$ cat src/hw/rtl/assert_macros.svh
// Assertion macros, all clocked on clk_i and disabled while rst_ni is low.
`ifndef ASSERT_MACROS_SVH
`define ASSERT_MACROS_SVH

`define ASSERT_CLK(label, prop, msg) \
  label: assert property (@(posedge clk_i) disable iff (!rst_ni) prop) else $error(msg);

`define ASSERT_IMPLIES(label, ante, cons, msg) `ASSERT_CLK(label, (ante) |-> (cons), msg)

`define ASSERT_NEXT(label, ante, cons, msg) `ASSERT_CLK(label, (ante) |=> (cons), msg)

`endif

$ cat src/hw/rtl/hvn_pkg.sv
package hvn_pkg;

  localparam logic [1:0] CFG_GRID_WIDTH  = 2'd0;
  localparam logic [1:0] CFG_GRID_HEIGHT = 2'd1;
  localparam logic [1:0] CFG_HEIGHT_RECIP = 2'd2;

  localparam logic [10:0] GRID_WIDTH_RST  = 11'd257;
  localparam logic [15:0] GRID_HEIGHT_RST = 16'd257;
  localparam logic [23:0] RECIP_RST       = 24'd65536;

  localparam int unsigned IX = 0;
  localparam int unsigned IY = 1;
  localparam int unsigned IZ = 2;

  typedef struct packed {
    logic last_col;
    logic last_row;
  } cmd_flags_t;

  typedef struct packed {
    logic signed [15:0] x;
    logic        [15:0] y;
    logic signed [15:0] z;
  } face_t;

  typedef logic [2:0][30:0] vin_t;
  typedef logic [2:0][17:0] vq_t;

  typedef struct packed {
    logic done;
    logic zero;
  } norm_stat_t;

  typedef struct packed {
    logic        [9:0]  col;
    logic        [15:0] row;
    logic signed [15:0] nx;
    logic        [14:0] ny;
    logic signed [15:0] nz;
    logic               last_of_run;
    logic               grid_done;
  } res_t;

  typedef enum logic [1:0] {
    F_IDLE,
    F_MUL,
    F_PUSH
  } front_state_e;

  typedef enum logic [2:0] {
    N_IDLE,
    N_SQ,
    N_NORM,
    N_SQRT,
    N_PREP,
    N_DIV
  } norm_state_e;

  typedef enum logic [2:0] {
    B_IDLE,
    B_WAIT,
    B_FACE,
    B_FACE_WAIT,
    B_VSTART,
    B_VWAIT,
    B_PUSH
  } back_state_e;

  typedef enum logic [1:0] {
    JOB_UL,
    JOB_UR,
    JOB_LL,
    JOB_LR
  } job_e;

  function automatic logic signed [15:0] clip15(input logic signed [17:0] v);
    logic signed [15:0] r;
    if (v > 18'sd32767) begin
      r = 16'sd32767;
    end else if (v < -18'sd32767) begin
      r = -16'sd32767;
    end else begin
      r = 16'(v);
    end
    return r;
  endfunction

endpackage

$ cat src/hw/rtl/hvn_front.sv
module hvn_front #(
  parameter int unsigned MAX_GRID_WIDTH = 1024,
  localparam int unsigned CW = $clog2(MAX_GRID_WIDTH)
) (
  input  logic                clk_i,
  input  logic                rst_ni,
  input  logic                cfg_we_i,
  input  logic [1:0]          cfg_idx_i,
  input  logic [23:0]         cfg_data_i,
  input  logic                push,
  output logic                full,
  input  logic [15:0]         height_sample_i,
  output logic                cmd_valid_o,
  input  logic                cmd_ready_i,
  output logic [31:0]         cmd_height_o,
  output logic [CW-1:0]       cmd_col_o,
  output logic [15:0]         cmd_row_o,
  output hvn_pkg::cmd_flags_t cmd_flags_o
);

  import hvn_pkg::*;

  localparam int unsigned EW = (CW + 1 > 11) ? CW + 1 : 11;

  front_state_e  state_q, state_d;
  logic [10:0]   gw_q;
  logic [15:0]   gh_q;
  logic [23:0]   recip_q;
  logic [15:0]   samp_q;
  logic [39:0]   prod_q;
  logic [CW-1:0] col_q, c_eff;
  logic [15:0]   row_q, ht_cl;
  logic [EW-1:0] w_raw, w_cl;
  logic          accept, last_col, last_row, advance;

  assign full    = state_q != F_IDLE;
  assign accept  = push && !full;
  assign advance = (state_q == F_PUSH) && cmd_ready_i;

  always_ff @(posedge clk_i or negedge rst_ni) begin
    if (!rst_ni) begin
      state_q <= F_IDLE;
    end else begin
      state_q <= state_d;
    end
  end

  always_comb begin
    state_d = state_q;
    unique case (state_q)
      F_IDLE: if (accept) state_d = F_MUL;
      F_MUL:  state_d = F_PUSH;
      F_PUSH: if (cmd_ready_i) state_d = F_IDLE;
      default: state_d = F_IDLE;
    endcase
  end

  always_ff @(posedge clk_i or negedge rst_ni) begin
    if (!rst_ni) begin
      gw_q    <= GRID_WIDTH_RST;
      gh_q    <= GRID_HEIGHT_RST;
      recip_q <= RECIP_RST;
    end else if (cfg_we_i) begin
      unique case (cfg_idx_i)
        CFG_GRID_WIDTH:   gw_q    <= cfg_data_i[10:0];
        CFG_GRID_HEIGHT:  gh_q    <= cfg_data_i[15:0];
        CFG_HEIGHT_RECIP: recip_q <= cfg_data_i;
        default: ;
      endcase
    end
  end

  always_ff @(posedge clk_i) begin
    if (accept) begin
      samp_q <= height_sample_i;
    end
    if (state_q == F_MUL) begin
      prod_q <= 40'(samp_q) * 40'(recip_q);
    end
  end

  assign w_raw = EW'(gw_q);

  always_comb begin
    if (w_raw < EW'(2)) begin
      w_cl = EW'(2);
    end else if (w_raw > EW'(MAX_GRID_WIDTH)) begin
      w_cl = EW'(MAX_GRID_WIDTH);
    end else begin
      w_cl = w_raw;
    end
    if (EW'(col_q) >= EW'(MAX_GRID_WIDTH)) begin
      c_eff = CW'(MAX_GRID_WIDTH - 1);
    end else begin
      c_eff = col_q;
    end
    ht_cl    = (gh_q < 16'd2) ? 16'd2 : gh_q;
    last_col = EW'(c_eff) >= w_cl - EW'(1);
    last_row = row_q >= ht_cl - 16'd1;
  end

  always_ff @(posedge clk_i or negedge rst_ni) begin
    if (!rst_ni) begin
      col_q <= '0;
      row_q <= '0;
    end else if (advance) begin
      if (last_col) begin
        col_q <= '0;
        row_q <= last_row ? '0 : row_q + 16'd1;
      end else begin
        col_q <= c_eff + CW'(1);
      end
    end
  end

  assign cmd_valid_o          = state_q == F_PUSH;
  assign cmd_height_o         = 32'((41'(prod_q) + 41'd128) >> 8);
  assign cmd_col_o            = c_eff;
  assign cmd_row_o            = row_q;
  assign cmd_flags_o.last_col = last_col;
  assign cmd_flags_o.last_row = last_row;

endmodule

$ cat config.mk
export PLATFORM = sky130hd
export DESIGN_NAME = hvn_front
export DESIGN_NICKNAME = d
export VERILOG_FILES = /design/src/hw/rtl/assert_macros.svh /design/src/hw/rtl/hvn_pkg.sv /design/src/hw/rtl/hvn_front.sv
export SDC_FILE = /design/constraint.sdc
export NUM_CORES = 1
export LEC_CHECK = 0
export BUFFER_PORTS_ARGS = -buffer_cell sky130_fd_sc_hd__buf_2
export CELL_PAD_IN_SITES_DETAIL_PLACEMENT = 1
export CELL_PAD_IN_SITES_GLOBAL_PLACEMENT = 2
export CORE_MARGIN = 5
export CORE_UTILIZATION = 41
export CTS_CLUSTER_DIAMETER = 200
export CTS_CLUSTER_SIZE = 12
export DETAILED_ROUTE_END_ITERATION = 16
export GPL_TIMING_DRIVEN = 0
export PLACE_DENSITY = 0.85
export SYNTH_ARGS = -nofsm -noshare
export SYNTH_HDL_FRONTEND = slang
export SYNTH_SLANG_ARGS = --single-unit
$ cat constraint.sdc
create_clock -name clk_i -period 8.8 [get_ports clk_i]
set_input_delay 1.76 -clock clk_i [delete_from_list [all_inputs] [get_ports clk_i]]
set_output_delay 1.76 -clock clk_i [all_outputs]
set_load 0.005 [all_outputs]
* Word-level counts from Yosys, hierarchy flattened *
Cells that the tools add are included.

storage, ports and cells
  bits in registers = 135
  bits of input ports = 47
  output and inout port bits = 62
  logic and storage cells = 44

cells by class
  $add $sub $neg = 5
  multipliers = 1
  order comparisons = 5
  equal/unequal tests = 6
  multiplexer cells = 8
  reduce and logical (&&, ||, !) cells = 11

operator list
  kind                                                                   count
  40-bit by 8-bit adder with 40-bit output, second input constant        1
  16-bit by 24-bit multiplier with 40-bit output                         1
  16-bit 2-to-1 mux                                                      2
  11-bit 2-to-1 mux                                                      2
  16-bit by 1-bit adder with 16-bit output, second input constant        1
  16-bit >= comparator                                                   1
  16-bit by 2-bit < comparator with 1-bit output, second input constant  1
  16-bit by 1-bit subtractor with 16-bit output, second input constant   1
  10-bit by 11-bit >= comparator with 1-bit output                       1
  11-bit > comparator, second input constant                             1
  11-bit by 2-bit < comparator with 1-bit output, second input constant  1
  11-bit by 1-bit subtractor with 11-bit output, second input constant   1
  10-bit by 1-bit adder with 10-bit output, second input constant        1
  10-bit 2-to-1 mux                                                      1
  2-bit AND reduction                                                    5
  2-bit case mux with 3 select lines                                     1
  2-bit by 1-bit equality test with 1-bit output, second input constant  2
  2-bit equality test, second input constant                             2
  2-bit zero test                                                        2
  2-bit 2-to-1 mux                                                       2
  1-bit logical AND                                                      2
  2-bit by 1-bit != test with 1-bit output, second input constant        1
  2-bit != test, second input constant                                   1
  2-bit nonzero test                                                     1
  1-bit zero test                                                        1

* Depth between registers and ports, before layout *
  depth in word-level cells = 6
  depth in mapped cells = 25
  mapped depth without buffers = 22

* Worst setup path after synthesis *
No wires, ideal clock.

  path kind = register to register
  start = register recip_q[6]
  end = register prod_q[37], data pin
  library setup time = 0.255 ns
  arrival time = 5.996 ns
  required time = 8.545 ns
  slack = 2.549 ns
  stages on the path, launching flop included = 23
  path buffers = 2
  period minus slack after synthesis = 6.251 ns
  cells stage by stage = dfrtp_1 clkbuf_1 and2_1 fa_1 inv_1 fa_1 fa_1 fa_1 inv_1 fa_1 inv_1 fa_1 inv_1 ha_1 a21o_1 a21o_1 a221oi_1 a21o_1 and2_1 clkbuf_1 nor4_1 o31a_1 o21ba_2

on the way
  cells in the longest elaborated chain, start to end = 1

ends and longest elaborated chain
  item                                            line             RTL
  start: declaration                              hvn_front.sv:28  logic [23:0] recip_q;
  start signal: assignment                        hvn_front.sv:67  CFG_HEIGHT_RECIP: recip_q <= cfg_data_i;
  16-bit by 24-bit multiplier with 40-bit output  hvn_front.sv:78  prod_q <= 40'(samp_q) * 40'(recip_q);
  end signal: assignment                          hvn_front.sv:78
  end: declaration                                hvn_front.sv:30  logic [39:0] prod_q;

No other way between the ends.
A chain may end at the register's enable or synchronous reset.

* Final worst setup path *
  start = register recip_q[9]
  end = register prod_q[37], data pin

Same word-level chain as after synthesis.

==> metrics.yaml <==
run_status:
  status: "finished clean"
global_route:
  gr-total-overflow: 0
  grt_use_total: 0.230
  grt_pass1_vias: 15800
  grt_max_degree: 67
  grt_first_pass_wirelength_um: 89200
  grt_antenna_before_repair: 7
timing:
  skew_ns: 0.0138
  maxSlewViolCount: 0
  finalSetupTns_ns: 0
  setup_violations: 0
  rsz0062_at_grt: "no"
  final-hold-violation-count: 0
  fin_crit_ns: 7.55
  finalCritPeriodShare: 0.858
  timing.fmax_mhz: 132
  slew_headroom: 0.373
  worstMarginPinSlew_ns: 0.931
yosys:
  yosysUniqueCellTypes: 62
  synth_warnings: 0
  syn_inst: 1952
  synth_top_area_frac: 0.329
  avgSynthCellArea_um2: 9.50
  syn_area_um2: 18500
  synth_edf_count: 49
  syn_nets: 2444
  synth_area_leader_cell: "fa_1"
  async_flop_share: 0.617
  ys_seq_elements: 128
  synth-main-ff-cell: "dfrtp_1"
  synth.yosys.seq_area_share: 0.186
  synth_area_leaders: "fa_1, dfrtp_1, ha_1"
layout:
  drive_gt1_frac: 0.104
  syn_to_final_growth_pct: 10.3
  nets: 2573
  fill_cells: 5189
  regArea_um2: 3450
  layout_commonest_cell: "inv_1"
  multi_input_area_um2: 13400
  final_cell_mix: "inv_1, fa_1, nand2_1"
setup_path:
  crit_chain: "clkbuf_1 > nand2_1 > fa_1 > fa_1 > fa_1 > fa_1 > inv_1 > fa_1 > inv_1 > fa_1 > inv_1 > ha_1 > a21o_1 > a21o_1 > a221oi_1 > a21o_1 > and2_1 > clkbuf_1 > nor4_1 > o31a_1 > o21ba_2"
  setup.worst_path.end_class: "flip-flop"
  path_depth: 21
  critical_path_peak_fanout: 10
  critPathMostFrequentCell: "fa_1"
  crit_required_ns: 9.00
  max_stage_delay_ns: 0.65
  critPathTopFamily: "adder cells"
  critical_path_class: "flip-flop to flip-flop"
  cp_slowest_cell: "clkbuf_1"
  crit_buf_inv: 5
  critPathLaunchType: "flip-flop"
  startpoint: "recip_q[9]"
  arrival_ns: 7.75
  r2r_start: "recip_q[9]"
  rr_worst_depth: 21
route:
  drt-vias-per-instance: 5.19
  first_pass_iters: 5
  drc_errors: 0
  vias: 14000
  drt_wl_total_um: 55400
  ant_nets: 0
  wl_per_cell_um: 20.5
  drt_iter0_drc: 737
cts:
  ctsHoldBuffers: 0
  cts_resized: 0
  clk_latency_ns: 0.46
  clock_sinks: 128
  cts_inserted_buffers: 17
  cts.htree.levels: 4
  clk_pin_slew_ns: 0.06
  postCtsSetupBuffers: 0
  ctsRootBufferMaster: "clkbuf_16"
  cts_tree: "yes"
  cts_buffer_depth: 2
floorplan:
  die-height_um: 223
  ios: 109
  core_um2: 45100
  start_util: 0.411
  die_area_um2: 49600
  die_x_um: 223
  fp-row-count: 78
place:
  io_buffers: 108
  gp_congestion: 0.894
  hpwl_um: 46000
flow_run:
  maxCapViolCount: 0
worst_hold_path:
  hold_class: "flip-flop to flip-flop"
  hold_start: "gh_q[15]"
  holdPathStages: 1
-- cells in the mapped netlist (7+ instances only) --
library cell / instances
fa_1: 305
dfrtp_1: 74
nor3_1: 14
a21o_1: 20
and2_1: 164
xnor2_1: 61
a22o_1: 13
xor2_1: 23
nor4_1: 9
inv_1: 357
nand2_1: 282
nor2b_1: 19
ha_1: 140
o21bai_1: 7
a21oi_1: 45
and3_1: 28
o21ai_0: 48
nor2_1: 45
clkbuf_1: 71
mux2_2: 52
edfxtp_1: 49
nand2b_1: 9
nand4_1: 12
nand3_1: 26
-- routing by layer --
layer / track usage / share of wire / up-vias
li1: - / - / 6344
met1: 0.304 / 0.44 / 7216
met2: 0.383 / 0.48 / 332
met3: 0.0468 / 0.054 / 88
met4: 0.0721 / 0.031 / 8
met5: 0 / 0.0010 / -
-- cells by family (layout without fill, tap and decap cells) --
logic type | after synthesis | count (layout) | share of synthesized area
mux | 53 | 53 | 0.0321
other cells | 0 | 2 | 0
buf+inv | 437 | 579 | 0.0903
compound gates | 175 | 175 | 0.0606
simple gates | 630 | 630 | 0.167
xor+xnor | 84 | 84 | 0.0397
fa+ha+maj | 445 | 445 | 0.424
flops | 128 | 128 | 0.186
-- state kept, by name (all words and copies together) (netlist names) --
signal / flops
cmd_row_o: 16
gh_q: 16
samp_q: 16
gw_q: 11
state_q: 2
cmd_col_o: 10
recip_q: 24
prod_q: 33
-- layout make-up --
type | instances | area share
Sequential cell | 128 | 0.169
Timing Repair Buffer | 110 | 0.0289
Clock buffer | 21 | 0.0220
Tap cell | 600 | 0.0367
Antenna cell | 2 | 0.000245
Multi-Input combinational cell | 1387 | 0.656
Buffer | 80 | 0.0164
Clock inverter | 11 | 0.00502
Inverter | 357 | 0.0655
-- stage by stage --
stage	setup WS, ns	hold WS [ns]	cell area [um2]	instances	util
3_3_place_gp	1.23	0.518	19800	2660	0.440
5_1_grt	0.854	0.579	20500	2695	0.454
4_1_cts	1.18	0.567	20500	2694	0.454
2_1_floorplan	2.55	0.504	18500	1952	-
6_report	1.25	0.561	20500	2696	0.454
3_5_place_dp	1.19	0.547	19900	2662	0.441
-- final timing paths --
kind / endpoint / slack, ns
setup / recovery: prod_q[37] / 1.25
hold / removal: gh_q[15] / 0.56
setup reg to reg: prod_q[37] / 1.25
hold reg to reg: gh_q[15] / 0.56
max in group asynchronous: recip_q[16] / 6.99
min in group asynchronous: cmd_col_o[4] / 1.16
Power is not shown: default switching activity piles up to over one toggle a cycle in this logic, so the estimate is an artifact.
