File: config.mk
export PLATFORM = sky130hd
export DESIGN_NAME = hvn_fifo
export DESIGN_NICKNAME = d
export VERILOG_FILES = /design/src/hw/rtl/hvn_fifo.sv
export VERILOG_INCLUDE_DIRS = /design/src /design/src/hw/rtl
export SDC_FILE = /design/constraint.sdc
export NUM_CORES = 1
export LEC_CHECK = 0
export CORE_AREA = 2 2 39 41
export CTS_CLUSTER_SIZE = 24
export DETAILED_ROUTE_END_ITERATION = 16
export DIE_AREA = 0 0 41 43
export DONT_BUFFER_PORTS = 1
export HOLD_SLACK_MARGIN = 0.03
export PLACE_DENSITY = 0.77
export REMOVE_ABC_BUFFERS = 1
export SETUP_SLACK_MARGIN = 0.15
export SYNTH_ARGS = -nofsm -noshare
export SYNTH_HDL_FRONTEND = slang
export SYNTH_SLANG_ARGS = --single-unit
File: constraint.sdc
create_clock -name clk_i -period 3.7 [get_ports clk_i]
set_clock_uncertainty 0.2 [all_clocks]
set_input_delay 0.185 -clock clk_i [delete_from_list [all_inputs] [get_ports clk_i]]
set_output_delay 0.185 -clock clk_i [all_outputs]
set_load 0.02 [all_outputs]
File: src/hw/rtl/assert_macros.svh
// Assertion macros, all clocked on clk_i and disabled while rst_ni is low.
`ifndef ASSERT_MACROS_SVH
`define ASSERT_MACROS_SVH

`define ASSERT_CLK(label, prop, msg) \
  label: assert property (@(posedge clk_i) disable iff (!rst_ni) prop) else $error(msg);

`define ASSERT_IMPLIES(label, ante, cons, msg) `ASSERT_CLK(label, (ante) |-> (cons), msg)

`define ASSERT_NEXT(label, ante, cons, msg) `ASSERT_CLK(label, (ante) |=> (cons), msg)

`endif

File: src/hw/rtl/hvn_fifo.sv
`include "assert_macros.svh"

module hvn_fifo #(
  parameter int unsigned WIDTH = 8,
  parameter int unsigned DEPTH = 2
) (
  input  logic             clk_i,
  input  logic             rst_ni,
  input  logic             push_i,
  input  logic [WIDTH-1:0] data_i,
  output logic             full_o,
  input  logic             pop_i,
  output logic [WIDTH-1:0] data_o,
  output logic             empty_o
);

  localparam int unsigned AW   = (DEPTH > 1) ? $clog2(DEPTH) : 1;
  localparam int unsigned CNTW = $clog2(DEPTH + 1);

  logic [WIDTH-1:0] mem_q [DEPTH];
  logic [AW-1:0]    wr_ptr_q, rd_ptr_q;
  logic [CNTW-1:0]  count_q;
  logic             do_push, do_pop;

  assign full_o  = count_q == CNTW'(DEPTH);
  assign empty_o = count_q == '0;
  assign do_push = push_i && !full_o;
  assign do_pop  = pop_i && !empty_o;
  assign data_o  = mem_q[rd_ptr_q];

  always_ff @(posedge clk_i or negedge rst_ni) begin
    if (!rst_ni) begin
      wr_ptr_q <= '0;
      rd_ptr_q <= '0;
      count_q  <= '0;
    end else begin
      if (do_push) begin
        wr_ptr_q <= (wr_ptr_q == AW'(DEPTH - 1)) ? '0 : wr_ptr_q + AW'(1);
      end
      if (do_pop) begin
        rd_ptr_q <= (rd_ptr_q == AW'(DEPTH - 1)) ? '0 : rd_ptr_q + AW'(1);
      end
      if (do_push && !do_pop) begin
        count_q <= count_q + CNTW'(1);
      end else if (do_pop && !do_push) begin
        count_q <= count_q - CNTW'(1);
      end
    end
  end

  always_ff @(posedge clk_i) begin
    if (do_push) begin
      mem_q[wr_ptr_q] <= data_i;
    end
  end

  `ASSERT_NEXT(a_push_fills, push_i && !full_o, !empty_o, "fifo empty after push")
  `ASSERT_NEXT(a_pop_frees, pop_i && !empty_o && !push_i, !full_o, "fifo full after pop")

endmodule

After elaboration in Yosys (flattened, before gate mapping):

Memory sizes are Yosys's and may differ from the RTL's.
Index checks and enable logic that the tools add are counted.

* memories kept: 1
* register bits: 4
* bits of input ports: 12
* bits in writable memories: 16

* equal/unequal tests: 1
* $add $sub $neg: 4
* reduce and logical (&&, ||, !) cells: 10
* mux-type cells: 6

Memory list
* mem_q: words 2, bits a word 8, rd ports 1, clocked after memory_dff 0, write ports 1, RTL line hvn_fifo.sv:20 `logic [WIDTH-1:0] mem_q [DEPTH];`

Operators with widths (number)
* $logic_and A1 B1 Y1: 4
* $logic_not A1 Y1: 4
* $mux W1: 4
* $mux W2: 2
* $add A1 B1 Y1 const B: 2
* $add A2 B1 Y2 const B: 1
* $eq A2 B2 Y1 const B: 1
* $logic_not A2 Y1: 1
* $reduce_bool A2 Y1: 1
* $sub A2 B1 Y2 const B: 1

Depth between registers and ports, before layout:

Gate-level depths: netlist (run 1).

* depth in word-level cells: 7
* mapped depth: 7
* gate-level depth less buffers: 7

Worst setup path before layout (run 1):

Ideal clock, no wire load.

* path type: flip-flop to flip-flop
* start point: register count_q[0]
* end point: memory mem_q[0][0], enable pin
* arrival: 1022 ps
* period minus slack after synthesis: 1592 ps
* cell stages (with the launch flop): 4
* data required time: 3130 ps
* path slack: 2108 ps
* cells stage by stage: dfrtp_1 nand2b_1 nand2_2 nor2_1

* word-level cells in the longest chain between the ends: 5

RTL lines
* start, declared: RTL line hvn_fifo.sv:22 `logic [CNTW-1:0] count_q;`
* start signal, assigned: RTL line hvn_fifo.sv:44 `count_q <= count_q + CNTW'(1);`
* start signal, assigned: RTL line hvn_fifo.sv:46 `count_q <= count_q - CNTW'(1);`
* $eq A2 B2 Y1: RTL line hvn_fifo.sv:25 `assign full_o = count_q == CNTW'(DEPTH);`
* $logic_not A1 Y1: RTL line hvn_fifo.sv:27 `assign do_push = push_i && !full_o;`
* $logic_and A1 B1 Y1: RTL line hvn_fifo.sv:27
* $mux W1: RTL line hvn_fifo.sv:52 `if (do_push) begin`
* $mux W1 (not written as such): RTL line hvn_fifo.sv:53 `mem_q[wr_ptr_q] <= data_i;`
* end, declared: RTL line hvn_fifo.sv:20

Every way passes these cells.

Worst setup path in the final report (run 1):

Same ends and word-level chain as after synthesis.

==> reports/results.txt, run 1 <==
required time worst endpoint: 3.42 ns
met3 GRT Util: 1.571%
# port buffers: 0
final slew viol count: 0
clk_lat worst skew: 0.27 ns
first-pass iteration count of the detailed router: 3
RSZ-0062 raised after global routing: false
area leader, netlist: edfxtp_1
power per cell area: 738.7 mW/mm^2
CTS tree: done
# DRC: 0
gr usage total: 15.22%
via count: 396
met2 Resource Use GR: 27.50%
final hold viol count: 0
nets: 73
Worst Setup Start Kind: register
crit path DAT: 1.56 ns
H-tree levels: 1
Max Cap Violations: 0
largest net degree at the start of global routing: 12
Max Freq: 543.5 MHz
Finished Core Util: 68.17%
synth top area cells: edfxtp_1, dfrtp_1, mux2_1
Via density: 5.280
relative slew slack: 55.58%
final critical-path share of the clock period: 49.73%
Avg Synthesized Cell Area: 17.77 um^2
#FFs+latches synth: 20
Final min period: 1.840 ns
clk root buf: clkbuf_4
DPL Wire Length: 765.1 um
Synth top area share: 61.44%
n_diodes: 0
reg2reg start: count_q[0]
area of the mapped netlist: 782.0 um^2
gr ovfl total: 0
Leak Pwr: 0.3550 nW
WS Path Type: reg -> reg
DRT Wirelength: 1.113 mm
initial antenna violation count: 0
register area share after synthesis: 74.24%
DR iter-0 viols: 5
FP Rows: 14
Final setup viols: 0
HP Class: in -> reg
CTS Buf Count: 3
vias in the first global route: 412
Cells after Synth: 44
CP max FO: 8
routability cong.: 0.5695
worst IR drop on VDD: 0.4966 mV
Cell variety after synth: 15
die area: 0.001763 mm^2
clock sink total: 20
number of synthesis warnings: 0
Die H: 43 um
setup TNS: 0 ns
worst-margin pin slew: 0.6639 ns
ratio of cells with drive above 1 in the final layout: 11.86%
Core ar.: 0.001384 mm^2
drt wl/cell: 14.84 um
most frequent cells in the layout: edfxtp_1, dlygate4sd3_1, mux2_1
first-pass GRT wire length: 1.745 mm
worst hold start: push_i
Worst Setup SP: count_q[0]
Clock transition at path regs: 0.10 ns
Critical Path End Type: register
most used routing layer: met2
met1 Track Usage GR: 16.79%
status: completed
layout overhead on the synthesized area: 20.64%
Longest Clk Path Bufs: 2
commonest non-fill, non-tap cell in the layout: edfxtp_1
# IOs: 22
Antenna Nets Post-Route: 0
Die W: 41 um
Initial Util: 56.51%
[stage by stage]
stage | setup slack (ns) | instances | power (mW) | area, um^2 | hold slack [ns]
after floorplan | 2.108 | 43 | 0.5552 | 777.0 | -0.3106
after global placement | 1.985 | 59 | 0.5772 | 797.0 | -0.3105
after detailed placement | 1.888 | 59 | 0.5955 | 797.0 | -0.3105
after CTS | 1.863 | 75 | 0.7026 | 943.4 | 0.1599
after global routing | 1.751 | 75 | 0.7409 | 943.4 | 0.1736
final | 1.860 | 75 | 0.6969 | 943.4 | 0.1615
[worst paths after layout]
path / end / slack, ns / cells past startpoint
hold / removal: mem_q[1][7] / 0.16 / 1
setup / recovery: mem_q[0][0] / 1.86 / 3
max in group asynchronous: count_q[0] / 2.64 / 2
min in group asynchronous: wr_ptr_q / 0.50 / 2
hold reg to reg: wr_ptr_q / 0.34 / 1
setup reg to reg: mem_q[0][0] / 1.86 / 3
[what timing repair did]
action	CTS	global route
hold buffers	12	0
endpoints found under the setup margin	0	0
setup buffers	0	0
resized for setup	0	0
hold endpoints to repair	22	0
[power by group]
part	total, mW	switching [mW]	internal, mW
registers	0.367	0.0524	0.315
clock network	0.0965	0.0547	0.0418
logic	0.233	0.143	0.0900
[worst max-delay path, stage by stage, from the launching register on]
cell	delay, ns
dfrtp_1	0.45
nand2b_1	0.20
nand2_2	0.11
nor2_1	0.52
[synth_stat cells]
cell type / instances
edfxtp_1: 16
mux2_1: 6
dfrtp_1: 4
nor2_1: 3
inv_1: 2
mux2_2: 2
xnor2_1: 2
xor2_1: 2
and3_1: 1
buf_2: 1
ha_1: 1
nand2_2: 1
nand2b_1: 1
o21ai_1: 1
xnor2_2: 1
[sequential cells by signal, indices dropped and copies added (netlist names)]
signal	cells
count_q	2
mem_q	16
rd_ptr_q	1
wr_ptr_q	1
[per-layer routing]
| layer | up-vias | wire [um] |
|---|---|---|
| li1 | 187 | - |
| met1 | 196 | 382 |
| met2 | 13 | 652 |
| met3 | 0 | 79 |
| met4 | 0 | 0 |
| met5 | - | 0 |
[cells by family after synthesis]
kind of cell	Yosys count	share of synthesized area, %
and+or+nand+nor	6	3.841
buffers and inverters	3	1.600
AOI/OAI and AO/OA	1	0.6394
xor gates and xnor gates	5	6.561
DFF	20	74.24
adders and majority gates	1	1.600
muxes	8	11.52
[layout make-up]
| type | instances | area [um^2] |
|---|---|---|
| sequential | 20 | 580.6 |
| fill | 102 | 440.4 |
| multi-input combinational | 21 | 188.9 |
| timing repair buffer | 12 | 120.1 |
| clock buffer | 4 | 26.28 |
| tap | 16 | 20.02 |
| inverter | 2 | 7.507 |
Power figures use the tool's default switching activity.
==> run 2: changes to the inputs <==
- ABC_AREA: default -> 1
- CORE_AREA: 2 2 39 41 -> default
- CORE_MARGIN: default -> 1.5
- CORE_UTILIZATION: default -> 52
- DIE_AREA: 0 0 41 43 -> default
- PLACE_DENSITY: 0.77 -> 0.73
- clock period: 3.7 -> 1.56 ns (I/O delays scaled with it)
==> reports/results.txt, run 2 <==
ys flop type: edfxtp_1
via count: 615 (+55%)
n_diodes: 0 (unchanged)
DRT Wirelength: 2.046 mm (+84%)
relative slew slack: 80.73% (+25 points)
CTS Buf Count: 3 (unchanged)
#FFs+latches synth: 20 (unchanged)
DR iter-0 viols: 3 (-2)
Final setup viols: 0 (unchanged)
power per cell area: 2058 mW/mm^2 (+180%)
clock sink total: 20 (unchanged)
# DRC: 0 (unchanged)
ratio of cells with drive above 1 in the final layout: 52.94% (+41 points)
WHS: 0.2161 ns (+0.05455 ns)
H-tree levels: 1 (unchanged)
# port buffers: 0 (unchanged)
final critical-path share of the clock period: 98.04% (+48 points)
clk_lat worst skew: 0.30 ns (+0.03 ns)
nets: 116 (+59%)
placed inst area: 854.6 um^2 (+7.2%)
die area: 0.001802 mm^2 (+2.2%)
area leader, netlist: edfxtp_1
setup TNS: 0 ns (unchanged)
drt wl/cell: 17.34 um (+17%)
crit path DAT: 1.53 ns (-0.03 ns)
clk root buf: clkbuf_4
RSZ-0062 raised after global routing: true
layout overhead on the synthesized area: 62.60%
CTS tree: done
async set or reset register ratio after synthesis: 20.00% (unchanged)
WS Path Type: reg -> reg
register area share after synthesis: 71.72% (-2.5 points)
Placed Cells: 92 (+56%)
worst IR drop on VDD: 1.486 mV (+200%)
Antenna Nets Post-Route: 0 (unchanged)
Critical Path End Type: register
Finished Core Util: 88.40% (+20 points)
Final WS setup: 0.03059 ns (-1.829 ns)
Die H: 42.46 um (-1.3%)
most frequent cells in the layout: edfxtp_1, nand2_4, dlygate4sd3_1
Longest Clk Path Bufs: 2 (unchanged)
Synth top area share: 59.35% (-2.1 points)
Die W: 42.46 um (+3.5%)
HP Class: in -> reg
max reg flops: 16 (unchanged)
vias in the first global route: 576 (+40%)
Cells after Synth: 73 (+66%)
Cell variety after synth: 14 (-1)
synth top area cells: edfxtp_1, nand2_1, dfrtp_1
Core ar.: 0.001489 mm^2 (+7.6%)
Initial Util: 54.37% (-2.1 points)
worst hold start: data_i[7]
Max Cap Violations: 0 (unchanged)
Final min period: 1.529 ns (-0.3107 ns)
worst-margin pin slew: 0.2861 ns (-0.3778 ns)
area of the mapped netlist: 809.5 um^2 (+3.5%)
Max Freq: 653.8 MHz (+20%)
Post-synth EDFFs: 16 (unchanged)
Total Power: 2.709 mW (+290%)
Layout Cells excl Fill: 118 (+57%)
final hold viol count: 0 (unchanged)
cell area after layout: 0.001316 mm^2 (+40%)
Avg Synthesized Cell Area: 11.09 um^2 (-38%)
first-pass iteration count of the detailed router: 3 (unchanged)
required time worst endpoint: 1.56 ns (-1.86 ns)
Top reg by flops: mem_q
initial antenna violation count: 0 (unchanged)
Leak Pwr: 0.5654 nW (+59%)
final slew viol count: 0 (unchanged)
reg2reg start: count_q[1]
Largest regs: mem_q (16), count_q (2)
largest net degree at the start of global routing: 13 (+1)
routability cong.: 0.8126 (+43%)
Clock transition at path regs: 0.12 ns (+0.02 ns)
CP max FO: 4 (-4)
Worst Setup SP: count_q[1]
first-pass GRT wire length: 2.525 mm (+45%)
setup slack at placement: -0.03384 ns (-1.922 ns)
FP Rows: 14 (unchanged)
number of synthesis warnings: 0 (unchanged)
commonest non-fill, non-tap cell in the layout: edfxtp_1
most frequent cells after synthesis: nand2_1, edfxtp_1, inv_1
gr ovfl total: 0 (unchanged)
Via density: 5.212 (-1.3%)
Worst Setup Start Kind: register
DPL Wire Length: 936.8 um (+22%)
top-count cell post-synth: nand2_1
status: completed
gr usage total: 19.69% (+4.5 points)
# IOs: 22 (unchanged)
[run 2: timing repair]
action                     4_1_cts  5_1_grt
hold endpoints to repair        24        1
setup endpoints to repair       26       28
cloned                           0        1
hold buffers                    11        1
pin swaps                        0       10
gates resized for setup         19       40
setup buffers                    5        4
[run 2: report_power, final]
group | internal, mW | total, mW | switching, mW
Clock | 0.260 | 0.424 | 0.164
Sequential | 0.752 | 0.914 | 0.162
Combinational | 0.589 | 1.37 | 0.781
Total | 1.60 | 2.71 | 1.11
[run 2: logic make-up after synthesis]
group	Yosys count	synth area share, %
adders and majority gates	1	1.545
DFF	20	71.72
buffers and inverters	9	4.327
xor gates and xnor gates	1	1.082
AOI/OAI and AO/OA	2	1.237
and+or+nand+nor	40	20.09
[run 2: worst paths after layout]
| kind | slack [ns] | cells past startpoint | end |
|---|---|---|---|
| worst max register to register | 0.03 | 8 | count_q[1] |
| worst max-delay path | 0.03 | 8 | count_q[1] |
| worst min-delay path | 0.22 | 1 | mem_q[1][7] |
| worst min register to register | 0.36 | 2 | wr_ptr_q |
| max in group asynchronous | 0.58 | 2 | count_q[0] |
| min in group asynchronous | 0.39 | 2 | count_q[1] |
[run 2: area by class of cell]
cell class | count | area (um^2)
Tap cell | 16 | 20.02
Sequential cell | 20 | 584.3
Multi-Input combinational cell | 44 | 370.4
Clock inverter | 1 | 30.03
Fill cell | 66 | 172.7
Timing Repair Buffer | 25 | 241.5
Timing Repair inverter | 1 | 7.507
Inverter | 8 | 40.04
Clock buffer | 3 | 22.52
[run 2: worst max-delay path: stages, from the launching register on]
cell and delay (ns):
dfrtp_2 0.47, inv_4 0.09, nor2_4 0.05, nor2_4 0.15, ha_4 0.23, inv_2 0.06
nand3_2 0.06, nand2_1 0.08, nand2_1 0.06
[run 2: per-layer routing]
layer / global-route usage (%) / part of all wire, % / vias to the layer above / wire length, um
li1: - / - / 299 / -
met1: 21.76 / 35 / 299 / 722
met2: 36.00 / 60 / 15 / 1224
met3: 4.741 / 4.1 / 2 / 84
met4: 7.500 / 0.68 / 0 / 14
met5: 0 / 0 / - / 0
